[src/sv/mtg_pkg.sv]
`timescale 1ns / 1ps

package mtg_pkg;

    localparam int STATE_WORDS  = 624;
    localparam int SHIFT_OFFSET = 397;
    localparam int IDX_W        = $clog2(STATE_WORDS);
    localparam int WORD_W       = 32;
    localparam int WRAP_OFFSET  = STATE_WORDS - SHIFT_OFFSET;

    localparam logic [IDX_W-1:0]  LAST_IDX     = IDX_W'(STATE_WORDS - 1);
    localparam logic [IDX_W-1:0]  FAR_STEP     = IDX_W'(SHIFT_OFFSET);
    localparam logic [IDX_W-1:0]  FAR_WRAP     = IDX_W'(WRAP_OFFSET);

    localparam logic [WORD_W-1:0] TWIST_MATRIX = 32'h9908_b0df;
    localparam logic [WORD_W-1:0] HIGH_BIT     = 32'h8000_0000;
    localparam logic [WORD_W-1:0] LOW_BITS     = 32'h7fff_ffff;
    localparam logic [WORD_W-1:0] SEED_MULT    = 32'd1812433253;
    localparam logic [WORD_W-1:0] TEMPER_B     = 32'h9d2c_5680;
    localparam logic [WORD_W-1:0] TEMPER_C     = 32'hefc6_0000;
    localparam logic [WORD_W-1:0] DEFAULT_SEED = 32'd5489;

    localparam logic CMD_DRAW = 1'b0;
    localparam logic CMD_SEED = 1'b1;

    typedef enum logic [1:0] {
        ST_BOOT,
        ST_SEED,
        ST_RUN
    } mtg_state_t;

    typedef struct packed {
        logic              valid;
        logic [WORD_W-1:0] word;
    } mtg_push_t;

    function automatic logic [WORD_W-1:0] seed_step(
        input logic [WORD_W-1:0] prev,
        input logic [IDX_W-1:0]  idx
    );
        logic [WORD_W-1:0] x;
        logic [WORD_W-1:0] p;
        x = prev ^ (prev >> 30);
        p = x * SEED_MULT;
        return p + WORD_W'(idx);
    endfunction

    function automatic logic [WORD_W-1:0] twist_word(
        input logic [WORD_W-1:0] cur,
        input logic [WORD_W-1:0] nxt,
        input logic [WORD_W-1:0] far
    );
        logic [WORD_W-1:0] y;
        logic [WORD_W-1:0] v;
        y = (cur & HIGH_BIT) | (nxt & LOW_BITS);
        v = far ^ (y >> 1);
        if (y[0])
        begin
            v = v ^ TWIST_MATRIX;
        end
        return v;
    endfunction

    function automatic logic [WORD_W-1:0] temper(input logic [WORD_W-1:0] y);
        logic [WORD_W-1:0] t;
        t = y ^ (y >> 11);
        t = t ^ ((t << 7) & TEMPER_B);
        t = t ^ ((t << 15) & TEMPER_C);
        t = t ^ (t >> 18);
        return t;
    endfunction

endpackage

[src/sv/mtg_out_buf.sv]
`timescale 1ns / 1ps

module mtg_out_buf (
    input  logic                      clk,
    input  logic                      rst_n,
    input  mtg_pkg::mtg_push_t        push,
    output logic                      space,
    output logic                      out_valid,
    input  logic                      out_ready,
    output logic [mtg_pkg::WORD_W-1:0] random_word
);

    import mtg_pkg::*;

    logic              out_valid_reg;
    logic              out_valid_next;
    logic              skid_valid_reg;
    logic              skid_valid_next;
    logic [WORD_W-1:0] out_word_reg;
    logic [WORD_W-1:0] out_word_next;
    logic [WORD_W-1:0] skid_word_reg;
    logic [WORD_W-1:0] skid_word_next;
    logic              pop;

    assign pop         = out_valid_reg && out_ready;
    assign space       = !skid_valid_reg;
    assign out_valid   = out_valid_reg;
    assign random_word = out_word_reg;

    always_comb
    begin
        out_valid_next  = out_valid_reg;
        skid_valid_next = skid_valid_reg;
        out_word_next   = out_word_reg;
        skid_word_next  = skid_word_reg;
        if (skid_valid_reg)
        begin
            if (pop)
            begin
                out_word_next   = skid_word_reg;
                skid_valid_next = 1'b0;
            end
        end
        else if (push.valid)
        begin
            if (!out_valid_reg || pop)
            begin
                out_word_next  = push.word;
                out_valid_next = 1'b1;
            end
            else
            begin
                skid_word_next  = push.word;
                skid_valid_next = 1'b1;
            end
        end
        else if (pop)
        begin
            out_valid_next = 1'b0;
        end
    end

    always_ff @(posedge clk or negedge rst_n)
    begin
        if (!rst_n)
        begin
            out_valid_reg  <= 1'b0;
            skid_valid_reg <= 1'b0;
        end
        else
        begin
            out_valid_reg  <= out_valid_next;
            skid_valid_reg <= skid_valid_next;
        end
    end

    always_ff @(posedge clk)
    begin
        out_word_reg  <= out_word_next;
        skid_word_reg <= skid_word_next;
    end

`ifndef ASSERT_OFF
    a_skid_behind_out: assert property (@(posedge clk) disable iff (!rst_n)
        skid_valid_reg |-> out_valid_reg)
        else $error("skid entry held without output entry");
`endif

endmodule

[config.mk]
export PLATFORM = sky130hd
export DESIGN_NAME = mtg_out_buf
export DESIGN_NICKNAME = d
export VERILOG_FILES = /design/src/sv/mtg_pkg.sv /design/src/sv/mtg_out_buf.sv
export SDC_FILE = /design/constraint.sdc
export NUM_CORES = 1
export LEC_CHECK = 0
export BUFFER_PORTS_ARGS = -buffer_cell sky130_fd_sc_hd__buf_2
export CORE_MARGIN = 2
export CORE_UTILIZATION = 40
export CTS_BUF_LIST = sky130_fd_sc_hd__clkbuf_16
export CTS_CLUSTER_DIAMETER = 50
export DETAILED_ROUTE_END_ITERATION = 8
export REMOVE_ABC_BUFFERS = 1
export SKIP_CTS_REPAIR_TIMING = 1
export SYNTH_ARGS = -nofsm -noshare
export SYNTH_HDL_FRONTEND = slang
export SYNTH_SLANG_ARGS = --single-unit
[constraint.sdc]
create_clock -name clk -period 3.5 [get_ports clk]
set_input_delay 0.7 -clock clk [delete_from_list [all_inputs] [get_ports clk]]
set_output_delay 0.7 -clock clk [all_outputs]
set_load 0.005 [all_outputs]
== After elaboration in Yosys (flattened, before gate mapping) ==
Cells that the tools add are included.
Storage, ports and cells
  word-level logic and storage cells: 29
  bits in registers: 66
  input bits: 36
Cells by class
  mux-type cells: 11
  bitwise operators: 2
  reduce and logical (&&, ||, !) cells: 10
  eq/ne operators: 2
Operators with widths (count)
  2-to-1 mux 32 bit: 4
  AND reduction 3 bit: 3
  2-to-1 mux 1 bit: 7
  nonzero test 2 bit: 3
  != test 2 x 1 -> 1 bit, second input constant: 2
  logical NOT 1 bit: 2
  NOT 1 bit: 2
  logical AND 1 bit: 1
  logical OR 1 bit: 1

== Longest topological paths before layout ==
  word-level depth: 5
  mapped depth: 4
  depth with buffers taken out: 2

== Worst setup path before layout ==
Ideal clock, no wire load.
  path kind: input-to-reg
  start: input port out_ready
  end: register out_word_reg[0] (netlist: random_word[0]), enable pin
  arrival time: 1629 ps
  required time: 3109 ps
  setup slack: 1480 ps
  library setup time: 391 ps
  path buffers: 0
  stages on the path: 2
  path through: and2_1 o22a_1
Between the ends
  word-level cells in the longest chain between the ends: 4
  elaborated cells on any way between the ends: 5
  those cells by class: eq/ne (1); reduce/logical (4)
Ends and longest elaborated chain
  from (decl): RTL line mtg_out_buf.sv:9  | input logic out_ready,
  logical AND 1 bit (*): RTL line mtg_out_buf.sv:25  | assign pop = out_valid_reg && out_ready;
  logical OR 1 bit: RTL line mtg_out_buf.sv:46  | if (!out_valid_reg || pop)
  nonzero test 2 bit (no line)
  AND reduction 3 bit (no line) (*)
  to (signal assigned): RTL line mtg_out_buf.sv:79  | out_word_reg <= out_word_next;
  to (decl): RTL line mtg_out_buf.sv:19  | logic [WORD_W-1:0] out_word_reg;
Mark *: on every way between the ends. The rest lies on a longest branch, timed or not.
A chain may end at the register's enable or synchronous reset.

== Worst setup path after layout ==
  start: register skid_valid_reg
  end: output port space
Between the ends
  word-level cells in the longest chain between the ends: 1
Ends and longest elaborated chain
  from (decl): RTL line mtg_out_buf.sv:17  | logic skid_valid_reg;
  from (signal assigned): RTL line mtg_out_buf.sv:73  | skid_valid_reg <= skid_valid_next;
  logical NOT 1 bit: RTL line mtg_out_buf.sv:26  | assign space = !skid_valid_reg;
  to (decl): RTL line mtg_out_buf.sv:7  | output logic space,
No other way between the ends.

==> metrics.txt <==
Max stage delay on crit path 990 ps; Max Cap Viol 0; largest net degree at the start of global routing 39; final setup fails 0; Die Y just over 80 um; worst skew pair latency ~320 ps; area fraction of the dominant cell type after synthesis 77.3%; CP top delay family flip-flops; critical path type reg -> out; setup TNS 0 ps; status finished clean; critical path capture point type primary output; Routed Antenna Nets 0; crit-path max FO 38; Total GRT Usage 12.8%; Worst R2R Path Depth 1; DRT Pass-1 Iters 4; CP Buf/Inv Count 2; worst-margin pin slew 971 ps; IO buf count 69; Num Clock Sinks 66; clk slew on worst S/H paths 50 ps; CTS root buf clkbuf_16; Longest Clk Path Bufs 2; Placer Congestion approximately 0.69; adder-cell share of the synthesized area 0%; drt drc 0; Seq/Total Area, Yosys between 70% and 80%; Req. time, crit path ~2800 ps; num ports 70; CTS buffer count 9; top cells by area, synth edfxtp_1, mux2_4, mux2_2; full die area 6860 sq um; final worst setup slack 1260 ps; pre-CTS setup slack ~1300 ps; post-layout util 52.9%; Max Freq 447 MHz; Worst R2R Setup Slack 1350 ps; area added between synthesis and finish 26.7%; Total Wirelength 4.20 mm; Final Non-Filler Cells 268; placed cell count 252; proportion of synthesized area in mux cells between 10% and 20%; share of layout cells above drive strength 1 60.1%; initial antenna violation count 0; diode count 0; clk_skew 6.19 ps; DR iter-0 viols 91; hpwl dp between 2 and 3 mm; worst r2r dst skid_word_reg[21]; Yosys Warn Count 0; H-Tree Depth 3; Crit Reg-Reg Startpoint skid_valid_reg; row cnt 28; Min-Delay Path Class in -> async; CTS tree built; Synth cell types 14; Synth Area in Simple Gates under 10%; post-synth top area cell edfxtp_1; Synth Area in XOR/XNOR 0%; Post-synth EDFFs 64; dominant synthesized flop cell edfxtp_1; period utilization a little under two thirds; Arr. time, crit path 1540 ps; Final Critical Period 2240 ps; Post-Syn Instances about 110; leak pwr 1.24 nW; total power between 2 and 3 mW; RSZ-0062 raised after global routing no; first-pass GRT wire length 6.65 mm; largest family of logic cells by synthesized area multiplexers; path length in cells of the critical path 2; die width roughly 83 um; count leader, synth edfxtp_1; Vias/cell around 4.7; DR WL/cell 15.7 um; Via Count 1263; sequential cell area between 1500 and 2000 sq um; pins over their slew limit 0; ys async rst share about 3%; initial core utilization 41.7%; P per Cell Area 823 nW/um^2; Overflow after GRT 0; CP cell instances inv_2 -> buf_2; core area 5960 sq um; Synth Area in Compound Gates 0.906%; Fin. Hold Viols 0; number of synthesized register bits 66; fillers 504; vias in the first global route 1304; Max-slew headroom 35.2%; Critical Path Start Type register; critical path's slowest cell dfrtp_2; Post-Syn Area 2490 sq um; Avg Inst Size Synth 22.4 sq um; footprint of the multi-input gates 472 sq um; Max VDD drop 413 uV; nets 224; most common library cells after synthesis edfxtp_1, mux2_2, mux2_4
## cell type report
type                    instances  area share (%)
well taps                      75            2.98
clock buffers                   9            7.15
inverters                       1           0.119
repair buffers                 70            11.2
clock inverters                 7           0.914
flip-flops and latches         66            62.7
multi-input cells              40            15.0
## cell families after synthesis
logic type	count (synthesis)
buffers and inverters	5
muxes	32
and+or+nand+nor	5
AOI/OAI and AO/OA	3
DFF	66
## power by group
part	switching (mW)	internal (mW)
Clock	0.287	0.462
Sequential	0.145	1.15
Combinational	0.227	0.319
## stage by stage
stage               instance area (sq um)  hold WS, ps
global route                         3150          152
CTS                                  3150          145
detailed placement                   2900          486
finish                               3150          158
floorplan                            2450          404
global placement                     2900          486
## layer usage
layer	track usage (%)	routed length [um]	vias up
met1	16.9	1910	613
met2	18.7	1950	50
li1	-	-	594
met3	4.27	271	6
met5	0	0	-
met4	7.15	63	0
## how the worst max path moves through the flow
stage                     slack, ps           endpoint            from
final                          1260              space  skid_valid_reg
after global routing           1160              space  skid_valid_reg
after CTS                      1220              space  skid_valid_reg
after detailed placement       1330   skid_word_reg[0]  skid_valid_reg
after global placement         1400  skid_word_reg[16]  skid_valid_reg
after floorplan                 920     random_word[0]  skid_valid_reg
## cells in the final DEF (no fill, tap or decap)
master / n
and2_1: 1
a21oi_1: 1
dfrtp_1: 1
dfrtp_2: 1
clkinv_2: 2
mux2_4: 15
clkbuf_16: 9
and4bb_2: 1
mux2_2: 17
inv_1: 2
edfxtp_1: 64
a22o_1: 1
inv_2: 1
nor2_1: 2
nand2b_1: 1
clkinv_1: 3
buf_2: 69
buf_4: 1
o22a_1: 1
Power figures use the tool's default switching activity.
