==> config.mk <==
export PLATFORM = sky130hd
export DESIGN_NAME = mtg_core
export DESIGN_NICKNAME = d
export VERILOG_FILES = /design/src/sv/mtg_pkg.sv /design/src/sv/mtg_core.sv
export SDC_FILE = /design/constraint.sdc
export NUM_CORES = 1
export LEC_CHECK = 0
export ABC_AREA = 1
export BUFFER_PORTS_ARGS = -buffer_cell sky130_fd_sc_hd__buf_2
export CAP_MARGIN = 20
export CORE_MARGIN = 3
export CORE_UTILIZATION = 60
export CTS_CLUSTER_DIAMETER = 80
export DETAILED_ROUTE_END_ITERATION = 16
export PLACE_DENSITY = 0.93
export SLEW_MARGIN = 30
export SYNTH_ARGS = -nofsm -noshare
export SYNTH_HDL_FRONTEND = slang
export SYNTH_SLANG_ARGS = --single-unit
==> constraint.sdc <==
create_clock -name clk -period 9.9 [get_ports clk]
set_input_delay 1.98 -clock clk [delete_from_list [all_inputs] [get_ports clk]]
set_output_delay 1.98 -clock clk [all_outputs]
set_load 0.005 [all_outputs]
==> src/sv/mtg_pkg.sv <==
`timescale 1ns / 1ps

package mtg_pkg;

    localparam int STATE_WORDS  = 624;
    localparam int SHIFT_OFFSET = 397;
    localparam int IDX_W        = $clog2(STATE_WORDS);
    localparam int WORD_W       = 32;
    localparam int WRAP_OFFSET  = STATE_WORDS - SHIFT_OFFSET;

    localparam logic [IDX_W-1:0]  LAST_IDX     = IDX_W'(STATE_WORDS - 1);
    localparam logic [IDX_W-1:0]  FAR_STEP     = IDX_W'(SHIFT_OFFSET);
    localparam logic [IDX_W-1:0]  FAR_WRAP     = IDX_W'(WRAP_OFFSET);

    localparam logic [WORD_W-1:0] TWIST_MATRIX = 32'h9908_b0df;
    localparam logic [WORD_W-1:0] HIGH_BIT     = 32'h8000_0000;
    localparam logic [WORD_W-1:0] LOW_BITS     = 32'h7fff_ffff;
    localparam logic [WORD_W-1:0] SEED_MULT    = 32'd1812433253;
    localparam logic [WORD_W-1:0] TEMPER_B     = 32'h9d2c_5680;
    localparam logic [WORD_W-1:0] TEMPER_C     = 32'hefc6_0000;
    localparam logic [WORD_W-1:0] DEFAULT_SEED = 32'd5489;

    localparam logic CMD_DRAW = 1'b0;
    localparam logic CMD_SEED = 1'b1;

    typedef enum logic [1:0] {
        ST_BOOT,
        ST_SEED,
        ST_RUN
    } mtg_state_t;

    typedef struct packed {
        logic              valid;
        logic [WORD_W-1:0] word;
    } mtg_push_t;

    function automatic logic [WORD_W-1:0] seed_step(
        input logic [WORD_W-1:0] prev,
        input logic [IDX_W-1:0]  idx
    );
        logic [WORD_W-1:0] x;
        logic [WORD_W-1:0] p;
        x = prev ^ (prev >> 30);
        p = x * SEED_MULT;
        return p + WORD_W'(idx);
    endfunction

    function automatic logic [WORD_W-1:0] twist_word(
        input logic [WORD_W-1:0] cur,
        input logic [WORD_W-1:0] nxt,
        input logic [WORD_W-1:0] far
    );
        logic [WORD_W-1:0] y;
        logic [WORD_W-1:0] v;
        y = (cur & HIGH_BIT) | (nxt & LOW_BITS);
        v = far ^ (y >> 1);
        if (y[0])
        begin
            v = v ^ TWIST_MATRIX;
        end
        return v;
    endfunction

    function automatic logic [WORD_W-1:0] temper(input logic [WORD_W-1:0] y);
        logic [WORD_W-1:0] t;
        t = y ^ (y >> 11);
        t = t ^ ((t << 7) & TEMPER_B);
        t = t ^ ((t << 15) & TEMPER_C);
        t = t ^ (t >> 18);
        return t;
    endfunction

endpackage

==> src/sv/mtg_core.sv <==
`timescale 1ns / 1ps

module mtg_core (
    input  logic                       clk,
    input  logic                       rst_n,
    input  logic                       in_valid,
    output logic                       in_ready,
    input  logic                       cmd,
    input  logic [mtg_pkg::WORD_W-1:0] seed_value,
    input  logic                       space,
    output mtg_pkg::mtg_push_t         push,
    output logic                       ram_we,
    output logic [mtg_pkg::IDX_W-1:0]  ram_waddr,
    output logic [mtg_pkg::WORD_W-1:0] ram_wdata,
    output logic [mtg_pkg::IDX_W-1:0]  ram_raddr_a,
    output logic [mtg_pkg::IDX_W-1:0]  ram_raddr_b,
    input  logic [mtg_pkg::WORD_W-1:0] ram_rdata_a,
    input  logic [mtg_pkg::WORD_W-1:0] ram_rdata_b
);

    import mtg_pkg::*;

    mtg_state_t        state_reg;
    mtg_state_t        state_next;
    logic [IDX_W-1:0]  ptr_reg;
    logic [IDX_W-1:0]  ptr_next;
    logic [IDX_W-1:0]  seed_idx_reg;
    logic [IDX_W-1:0]  seed_idx_next;
    logic [WORD_W-1:0] prev_reg;
    logic [WORD_W-1:0] prev_next;
    logic [WORD_W-1:0] cur_reg;
    logic [WORD_W-1:0] cur_next;

    logic              accept;
    logic              draw;
    logic              seed_go;
    logic [WORD_W-1:0] seed_src;
    logic [WORD_W-1:0] seed_word;
    logic [WORD_W-1:0] twisted;

    assign seed_word = seed_step(prev_reg, seed_idx_reg);
    assign twisted   = twist_word(cur_reg, ram_rdata_a, ram_rdata_b);

    always_comb
    begin
        state_next = state_reg;
        case (state_reg)
            ST_BOOT:
            begin
                state_next = ST_SEED;
            end
            ST_SEED:
            begin
                if (seed_idx_reg == LAST_IDX)
                begin
                    state_next = ST_RUN;
                end
            end
            ST_RUN:
            begin
                if (accept && cmd == CMD_SEED)
                begin
                    state_next = ST_SEED;
                end
            end
            default:
            begin
                state_next = ST_BOOT;
            end
        endcase
    end

    always_comb
    begin
        in_ready   = 1'b0;
        seed_go    = 1'b0;
        seed_src   = seed_value;
        ram_we     = 1'b0;
        ram_waddr  = '0;
        ram_wdata  = seed_word;
        push.valid = 1'b0;
        push.word  = temper(twisted);
        case (state_reg)
            ST_BOOT:
            begin
                seed_go  = 1'b1;
                seed_src = DEFAULT_SEED;
            end
            ST_SEED:
            begin
                ram_we    = 1'b1;
                ram_waddr = seed_idx_reg;
            end
            ST_RUN:
            begin
                in_ready = space;
            end
            default:
            begin
                in_ready = 1'b0;
            end
        endcase
        accept = in_valid && in_ready;
        draw   = accept && cmd == CMD_DRAW;
        if (accept && cmd == CMD_SEED)
        begin
            seed_go = 1'b1;
        end
        if (seed_go)
        begin
            ram_we    = 1'b1;
            ram_waddr = '0;
            ram_wdata = seed_src;
        end
        else if (draw)
        begin
            ram_we     = 1'b1;
            ram_waddr  = ptr_reg;
            ram_wdata  = twisted;
            push.valid = 1'b1;
        end
    end

    always_comb
    begin
        ptr_next      = ptr_reg;
        seed_idx_next = seed_idx_reg;
        prev_next     = prev_reg;
        cur_next      = cur_reg;
        if (seed_go)
        begin
            ptr_next      = '0;
            seed_idx_next = IDX_W'(1);
            prev_next     = seed_src;
            cur_next      = seed_src;
        end
        else if (state_reg == ST_SEED)
        begin
            seed_idx_next = seed_idx_reg + IDX_W'(1);
            prev_next     = seed_word;
        end
        else if (draw)
        begin
            ptr_next = (ptr_reg == LAST_IDX) ? '0 : ptr_reg + IDX_W'(1);
            cur_next = ram_rdata_a;
        end
        ram_raddr_a = (ptr_next == LAST_IDX) ? '0 : ptr_next + IDX_W'(1);
        ram_raddr_b = (ptr_next < FAR_WRAP) ? ptr_next + FAR_STEP : ptr_next - FAR_WRAP;
    end

    always_ff @(posedge clk or negedge rst_n)
    begin
        if (!rst_n)
        begin
            state_reg    <= ST_BOOT;
            ptr_reg      <= '0;
            seed_idx_reg <= '0;
        end
        else
        begin
            state_reg    <= state_next;
            ptr_reg      <= ptr_next;
            seed_idx_reg <= seed_idx_next;
        end
    end

    always_ff @(posedge clk)
    begin
        prev_reg <= prev_next;
        cur_reg  <= cur_next;
    end

`ifndef ASSERT_OFF
    a_ptr_range: assert property (@(posedge clk) disable iff (!rst_n)
        ptr_reg <= LAST_IDX)
        else $error("twist pointer out of range");

    a_draw_advances: assert property (@(posedge clk) disable iff (!rst_n)
        push.valid |=> ptr_reg == (($past(ptr_reg) == LAST_IDX) ? '0
                                   : $past(ptr_reg) + IDX_W'(1)))
        else $error("draw did not advance twist pointer");

    a_fill_done: assert property (@(posedge clk) disable iff (!rst_n)
        (state_reg == ST_SEED && seed_idx_reg == LAST_IDX)
        |=> (state_reg == ST_RUN && ptr_reg == '0))
        else $error("seed fill did not end at pointer zero");
`endif

endmodule

== Word-level counts from Yosys, hierarchy flattened ==
Cells that the tools add are included.
Storage, ports and cells
  register bits: 86
  logic and storage cells: 69
  input bits: 101
  output and inout port bits: 97
Cells by class
  equal/unequal tests: 8
  add/subtract/negate cells: 6
  reduce and logical (&&, ||, !) cells: 8
  bitwise logic cells: 9
  muxes and demuxes: 31
  multiply operators: 1
  magnitude comparators: 1
Operator list (count)
  2-to-1 mux 32 bit: 9
  2-to-1 mux 10 bit: 11
  XOR 32 bit: 2
  adder 32 x 10 -> 32 bit: 1
  multiplier 32 x 31 -> 32 bit, second input constant: 1
  OR 32 x 31 -> 32 bit: 1
  XOR 32 x 14 -> 32 bit: 1
  XOR 32 x 2 -> 32 bit: 1
  XOR 32 x 21 -> 32 bit: 1
  XOR 32 x 31 -> 32 bit: 1
  adder 10 x 1 -> 10 bit, second input constant: 3
  equality test 10 bit, second input constant: 3
  NOT 15 bit: 1
  adder 10 x 9 -> 10 bit, second input constant: 1
  less-than comparator 10 x 8 -> 1 bit, second input constant: 1
  subtractor 10 x 8 -> 10 bit, second input constant: 1
  2-to-1 mux 1 bit: 8
  inequality test 2 bit, second input constant: 3
  case mux 2 bit (3 select lines): 1
  2-to-1 mux 2 bit: 2
  AND reduction 2 bit: 2
  nonzero test 2 bit: 2
  logical AND 1 bit: 3
  equality test 2 x 1 -> 1 bit, second input constant: 1
  3 further kinds: 3

== Logic depth before layout (Yosys ltp) ==
Gate-level depths: netlist of run 1.
  depth in word-level cells: 9
  mapped depth: 28
  gate-level depth less buffers: 28

== Worst setup path after synthesis of run 1 ==
No wires, ideal clock.
  kind: reg-to-output
  start: register prev_reg[31]
  end: output ram_wdata[25] (netlist name)
  data arrival time: 5.761 ns
  path buffers: 0
  stages on the path, launching flop included: 27
  setup slack: 2.159 ns
  cell sequence: edfxtp_1 > xnor2_1 > xnor2_1 > inv_1 > ha_1 > or2_2 > ha_1 > inv_1 > fa_1 > inv_1 > ha_1 > fa_1 > fa_1 > fa_1 > inv_1 > fa_1 > inv_1 > ha_1 > a21oi_1 > o21ai_0 > a21oi_1 > nand3_1 > nand2_1 > nand2_1 > or2_2 > nand3_1 > nand3_1
On the way
  cells in the longest elaborated chain, start to end: 5
Ends and longest elaborated chain
  start, declared: line mtg_core.sv:29  | logic [WORD_W-1:0] prev_reg;
  start signal, assigned: line mtg_core.sv:169  | prev_reg <= prev_next;
  XOR 32 x 2 -> 32 bit: line mtg_pkg.sv:43  | x = prev ^ (prev >> 30);
  multiplier 32 x 31 -> 32 bit: line mtg_pkg.sv:44  | p = x * SEED_MULT;
  adder 32 x 10 -> 32 bit: line mtg_pkg.sv:45  | return p + WORD_W'(idx);
  2-to-1 mux 32 bit: line mtg_core.sv:115  | else if (draw)
  2-to-1 mux 32 bit: line mtg_core.sv:109  | if (seed_go)
  end, declared: line mtg_core.sv:14  | output logic [mtg_pkg::WORD_W-1:0] ram_wdata,
Every way passes these cells.

== Worst setup path after layout of run 1 ==
  start: register prev_reg[30]
  end: output ram_wdata[31] (netlist name)
Same word-level chain as after synthesis.

==> impl_metrics.ini, run 1 <==
[floorplanning]
fp.coreArea_mm2 = 0.0220
die_area_mm2 = 0.0245
std_cell_rows = 54
ios = 198
die_w_um = 156
die_h_um = 156
start_util_pct = 61.7

[setup_path]
reg2reg_from = prev_reg[30]$_DFFE_PP_
path_max_fanout = 5
end_kind = output pin
cp.arrival_ns = 7.03
crit_start = prev_reg[30]$_DFFE_PP_
critPathLaunchType = register
path_class = register to output pin
r2r_cells = 25
crit_required_ns = 7.92

[global_route]
grt_util_met2_pct = 61.6
overflow = 0
grtUsageTotal_pct = 35.3
grt_first_pass_wirelength_um = 67200
grtUsageMet1_pct = 41.8
grt_max_degree = 34
busiest_layer = met2
grtUsageMet3_pct = 5.56
grt_pass1_vias = 13100
antenna_found_initial = 1

[drt]
via_per_inst = 5.85
drt_wl_total_um = 42900
drc_errors = 0
drt_iter0_drc = 1074
antenna_left = 0
vias = 12400
drtPass1Iterations = 6
wl_per_cell_um = 20.3

[cts]
cts_tree = done
root_buffer = clkbuf_16
cts_sinks = 55
path_clk_slew_ns = 0.08
cts_resized = 0
cts-buffers-inserted = 5
cts_hold_buf = 0
cts_max_path_buffers = 2
postCtsSetupBuffers = 0
clk_latency_ns = 0.32
cts_max_level = 2

[hold_path]
holdPathStages = 1
hp-start = seed_idx_reg[7]$_DFFE_PN0P_
hold_path_class = register to register

[yosys]
synth_cell_type_count = 43
syn_nets = 2144
synth_area_mm2 = 0.0136
synthCells = 1650
syn_avg_cell_area_um2 = 8.24
ys_seq_elements = 55
yosysSeqAreaShare_pct = 11.3
synth_warnings = 0

[sta]
setup_viol = 0
max-slew-margin-rel_pct = 39.7
hold_viol = 0
drv_slew = 0
max_clock_freq_mhz = 111
setup_tns_ns = 0
min_period_ns = 9.01
rsz0062_at_grt = no
skew_ns = 0.0133
worst_pin_slew_ns = 0.903
fin_crit_sh_pct = 91.0
setup_ws_ns = 0.890

[finish]
synthToLayoutAreaGrowth_pct = 10.3
seqCellArea_mm2 = 0.00154
post-route-util_pct = 68.1
layout_common_cells = inv_1 (372), nand2_1 (277), ha_1 (240), buf_2 (197), fa_1 (153)
fin_cells = 2118
largest_reg_flops = 32
multi_input_area_mm2 = 0.0105
nets = 2330
final_common_cell = inv_1
n_fill_cell = 1735
drive_gt1_share_pct = 13.6

[placement]
gp_congestion = 0.995
io_buffers = 197
dp_hpwl_um = 36900
dpl.cell_count = 2109
dpl_worst_slack_ns = 1.28

[power]
ir_drop_v = 0.000102
p_per_area_mw_per_mm2 = 47.9
p_total_mw = 0.718
leakage_nw = 8.42

[run]
cap_violations = 0

[outcome]
status = complete, no violations
==> cell families (layout without fill, tap and decap cells) <==
logic type | after synthesis | in the layout | synth area share, %
AND/OR/NAND/NOR | 518 | 518 | 17.2
buffers and inverters | 397 | 584 | 11.1
adder cells (fa/ha/maj) | 393 | 393 | 44.6
XOR/XNOR | 145 | 145 | 9.55
AO/OA/AOI/OAI | 142 | 142 | 6.14
flip-flops | 55 | 55 | 11.3
other | 0 | 1 | 0
==> metrics by stage <==
stage / hold slack, ns / instance area [µm²]
floorplan: 0.476 / 13600
global placement: 0.506 / 14800
detailed placement: 0.518 / 14800
CTS: 0.532 / 15000
global route: 0.551 / 15000
finish: 0.533 / 15000
==> worst max-delay path, cell delays in order, from the launching register on <==
cell and delay [ns]:
edfxtp_1 0.46, xnor2_1 0.40, xnor2_1 0.18, inv_1 0.18, ha_1 0.22, or2_2 0.29, ha_1 0.28, inv_1 0.06
fa_1 0.49, inv_1 0.05, ha_1 0.18, fa_1 0.48, fa_1 0.52, fa_1 0.50, inv_1 0.06, fa_1 0.50
inv_1 0.05, ha_1 0.35, a21oi_1 0.22, o21bai_1 0.16, a21oi_1 0.14, o21ai_0 0.09, a21oi_1 0.35, nand3_1 0.16
nand3_1 0.14, nand2_1 0.07, buf_2 0.13
==> path summary, 6_finish.rpt <==
check                      slack [ns]                     endpoint
max                              0.89                ram_wdata[31]
min                              0.53  seed_idx_reg[7]$_DFFE_PN0P_
max reg2reg                      3.06       prev_reg[31]$_DFFE_PP_
min reg2reg                      0.53  seed_idx_reg[7]$_DFFE_PN0P_
max in group asynchronous        7.87  seed_idx_reg[4]$_DFFE_PN0P_
min in group asynchronous        1.65         ptr_reg[9]$_DFF_PN0_
==> synthesized netlist by cell type, drive strengths merged <==
cell type | instances | area share (%)
clkbuf | 16 | 0.44
nor3 | 16 | 0.76
xnor2 | 61 | 3.9
nand3 | 109 | 4.2
a21o | 4 | 0.22
a211oi | 1 | 0.055
o21ai | 53 | 2.0
nor4 | 3 | 0.14
o221ai | 9 | 0.58
nand4 | 18 | 1.0
edfxtp | 33 | 7.3
ha | 240 | 22
o22ai | 9 | 0.41
inv | 377 | 10
a221oi | 1 | 0.064
o21a | 4 | 0.22
nor2 | 72 | 2.3
buf | 4 | 0.26
o211ai | 6 | 0.33
xnor3 | 2 | 0.33
o21bai | 7 | 0.39
xor2 | 82 | 5.3
fa | 153 | 23
a21boi | 3 | 0.17
a21oi | 44 | 1.6
nand3b | 5 | 0.28
nand2 | 284 | 8.0
dfrtp | 22 | 4.1
or2 | 11 | 0.51
a31oi | 1 | 0.046
==> power by group <==
group | internal [mW] | switching [mW] | leakage, nW
Combinational | 0.132 | 0.149 | 7.69
Sequential | 0.241 | 0 | 0.659
Clock | 0.0953 | 0.102 | 0.0704
Total | 0.468 | 0.250 | 8.42
==> metal layers <==
metal | vias to the layer above | wire length [µm]
li1 | 5583 | -
met1 | 5893 | 15900
met2 | 714 | 21100
met3 | 191 | 3390
met4 | 0 | 2540
met5 | - | 0
==> final cells by class <==
type                            instances  area share (%)
Sequential cell                        55            10.3
Clock buffer                            5           0.834
Clock inverter                          3           0.150
Multi-Input combinational cell       1198            70.3
Tap cell                              280            2.34
Timing Repair Buffer                  199            6.68
Antenna cell                            1          0.0167
Inverter                              377            9.44
No activity file was read; power rests on OpenSTA's default activity.
==> run 2, diff against run 1 <==
--- a/config.mk
+++ b/config.mk
@@ -8,7 +8,6 @@
 export ABC_AREA = 1
 export BUFFER_PORTS_ARGS = -buffer_cell sky130_fd_sc_hd__buf_2
 export CAP_MARGIN = 20
-export CORE_MARGIN = 3
 export CORE_UTILIZATION = 60
 export CTS_CLUSTER_DIAMETER = 80
 export DETAILED_ROUTE_END_ITERATION = 16
==> constraint.sdc (replaced) <==
create_clock -name clk -period 9.9 [get_ports clk]
set_input_delay 0.495 -clock clk [delete_from_list [all_inputs] [get_ports clk]]
set_output_delay 0.495 -clock clk [all_outputs]
set_load 0.005 [all_outputs]
==> run 2 against run 1 <==
Against the previous run: clock power about the same; largest cell class unchanged; worst hold slack got worse by 0.37 ns; sequential share of layout area about the same; routed wire length is 1.0% lower.
==> impl_metrics.ini, run 2 (synthesis results as in run 1) <==
[power]
switchingPower_mw = 0.254
power.internal_mw = 0.467
p_per_area_mw_per_mm2 = 48.1
p_clk_share_pct = 27.2
ir_drop_v = 0.0000855
leakage_nw = 8.42
swShare_pct = 35.2
seqPwrFrac_pct = 33.4
comb_power_share_pct = 39.3

[drt]
drt_wl_total_um = 42500
via_per_inst = 5.82
drt_iter0_drc = 982
vias = 12300
drtPass1Iterations = 6
drc_errors = 0
antenna_left = 0
wl_per_cell_um = 20.1

[global_route]
overflow = 0
antenna_found_initial = 3
grt_first_pass_wirelength_um = 67300
grtUsageTotal_pct = 37.7
grt_pass1_vias = 12800
grt_max_degree = 35

[finish]
largest_reg_flops = 32
post-route-util_pct = 68.1
final_common_cell = inv_1
synthToLayoutAreaGrowth_pct = 10.3
stdcell_area_mm2 = 0.0150
drive_gt1_share_pct = 13.5
nets = 2330
layout_common_cells = inv_1 (372), nand2_1 (277), ha_1 (240), buf_2 (197), fa_1 (153)

[cts]
cts_tree = done
cts_max_level = 2
cts_hold_buf = 0
clk_latency_ns = 0.33
cts-buffers-inserted = 5
cts_resized = 0
postCtsSetupBuffers = 0
path_clk_slew_ns = 0.08
cts_max_path_buffers = 2
cts_sinks = 55
root_buffer = clkbuf_16

[sta]
max_clock_freq_mhz = 135
setup_viol = 0
hold_viol = 0
max-slew-margin-rel_pct = 39.2
rsz0062_at_grt = no
skew_ns = 0.0143
worst_pin_slew_ns = 0.910
whs_ns = 0.161
drv_slew = 0
setup_ws_ns = 2.51
fin_crit_sh_pct = 74.7
setup_tns_ns = 0
min_period_ns = 7.39

[placement]
dpl_worst_slack_ns = 2.93
gp_congestion = 1.03
io_buffers = 197
dpl_cell_area_mm2 = 0.0148
dp_hpwl_um = 36300

[outcome]
status = complete, no violations

[setup_path]
reg2reg_from = prev_reg[30]$_DFFE_PP_
critPathLaunchType = register
crit_start = prev_reg[30]$_DFFE_PP_
path_max_fanout = 5
path_class = register to output pin
worstSetupEndpoint = ram_wdata[25]
crit_required_ns = 9.41
r2r_end = prev_reg[31]$_DFFE_PP_
r2r_cells = 26
end_kind = output pin
rrSetupSlack_ns = 3.19
cp.arrival_ns = 6.90

[floorplanning]
die_w_um = 152
std_cell_rows = 54
die_h_um = 152
fp.coreArea_mm2 = 0.0220
ios = 198
die_area_mm2 = 0.0233
start_util_pct = 61.7

[run]
cap_violations = 0

[hold_path]
hold_path_class = input port to async pin
-- run 2: cell types whose count changed in the layout (fill, tap and decap cells not counted), sizes merged --
cell	change
clkinv	+1
inv	-1
-- run 2: power by group through the flow --
stage	registers (mW)	clock network (mW)	logic [mW]
after global placement	0.246	0	0.275
after detailed placement	0.246	0	0.279
after CTS	0.241	0.192	0.281
after global routing	0.241	0.203	0.304
final	0.241	0.196	0.283
after floorplan	0.246	0	0.152
-- run 2: metal layers --
layer  part of all wire [%]  track usage (%)  up-vias
li1                       -                -     5597
met1                     36             44.6     5822
met2                     48             65.6      724
met3                    8.8             5.66      182
met4                    6.5             21.3        2
met5                  0.031                0        -
-- run 2: area by class of cell --
cell class | instances | area, µm²
antenna | 1 | 2.50
clock inverter | 3 | 20.0
inverter | 377 | 1420
tap | 280 | 350
fill | 1752 | 7030
clock buffer | 5 | 125
multi-input combinational | 1198 | 10500
sequential | 55 | 1540
timing repair buffer | 199 | 1000
-- run 2: how the worst min path moves through the flow --
| stage | startpoint | endpoint | slack, ns | depth (start not counted) |
|---|---|---|---|---|
| 6_report | rst_n | ptr_reg[6]$_DFF_PN0_ | 0.16 | 1 |
| 5_1_grt | rst_n | ptr_reg[6]$_DFF_PN0_ | 0.19 | 1 |
| 4_1_cts | rst_n | ptr_reg[5]$_DFF_PN0_ | 0.17 | 1 |
| 3_5_place_dp | rst_n | ptr_reg[6]$_DFF_PN0_ | 0.50 | 1 |
| 3_3_place_gp | rst_n | ptr_reg[6]$_DFF_PN0_ | 0.50 | 1 |
| 2_1_floorplan | rst_n | ptr_reg[0]$_DFF_PN0_ | 0.20 | 0 |
-- run 2: critical path, cell delays in order (launching register included) --
cell and delay, ns:
edfxtp_1 0.43, xnor2_1 0.37, xnor2_1 0.19, inv_1 0.17, ha_1 0.21, or2_2 0.29, ha_1 0.28, inv_1 0.05
fa_1 0.48, inv_1 0.05, ha_1 0.18, fa_1 0.47, fa_1 0.54, fa_1 0.52, inv_1 0.07, fa_1 0.48
inv_1 0.05, ha_1 0.33, a21oi_1 0.21, o21ai_0 0.12, a21oi_1 0.19, nand3_1 0.15, nand2_1 0.08, nand2_1 0.07
or2_2 0.29, nand3_1 0.07, nand3_1 0.09, buf_2 0.13
-- run 2: stage by stage --
stage	std cells	power (mW)
4_1_cts	2117	0.714
6_report	2118	0.721
2_1_floorplan	1650	0.398
5_1_grt	2118	0.747
3_5_place_dp	2109	0.524
3_3_place_gp	2109	0.521
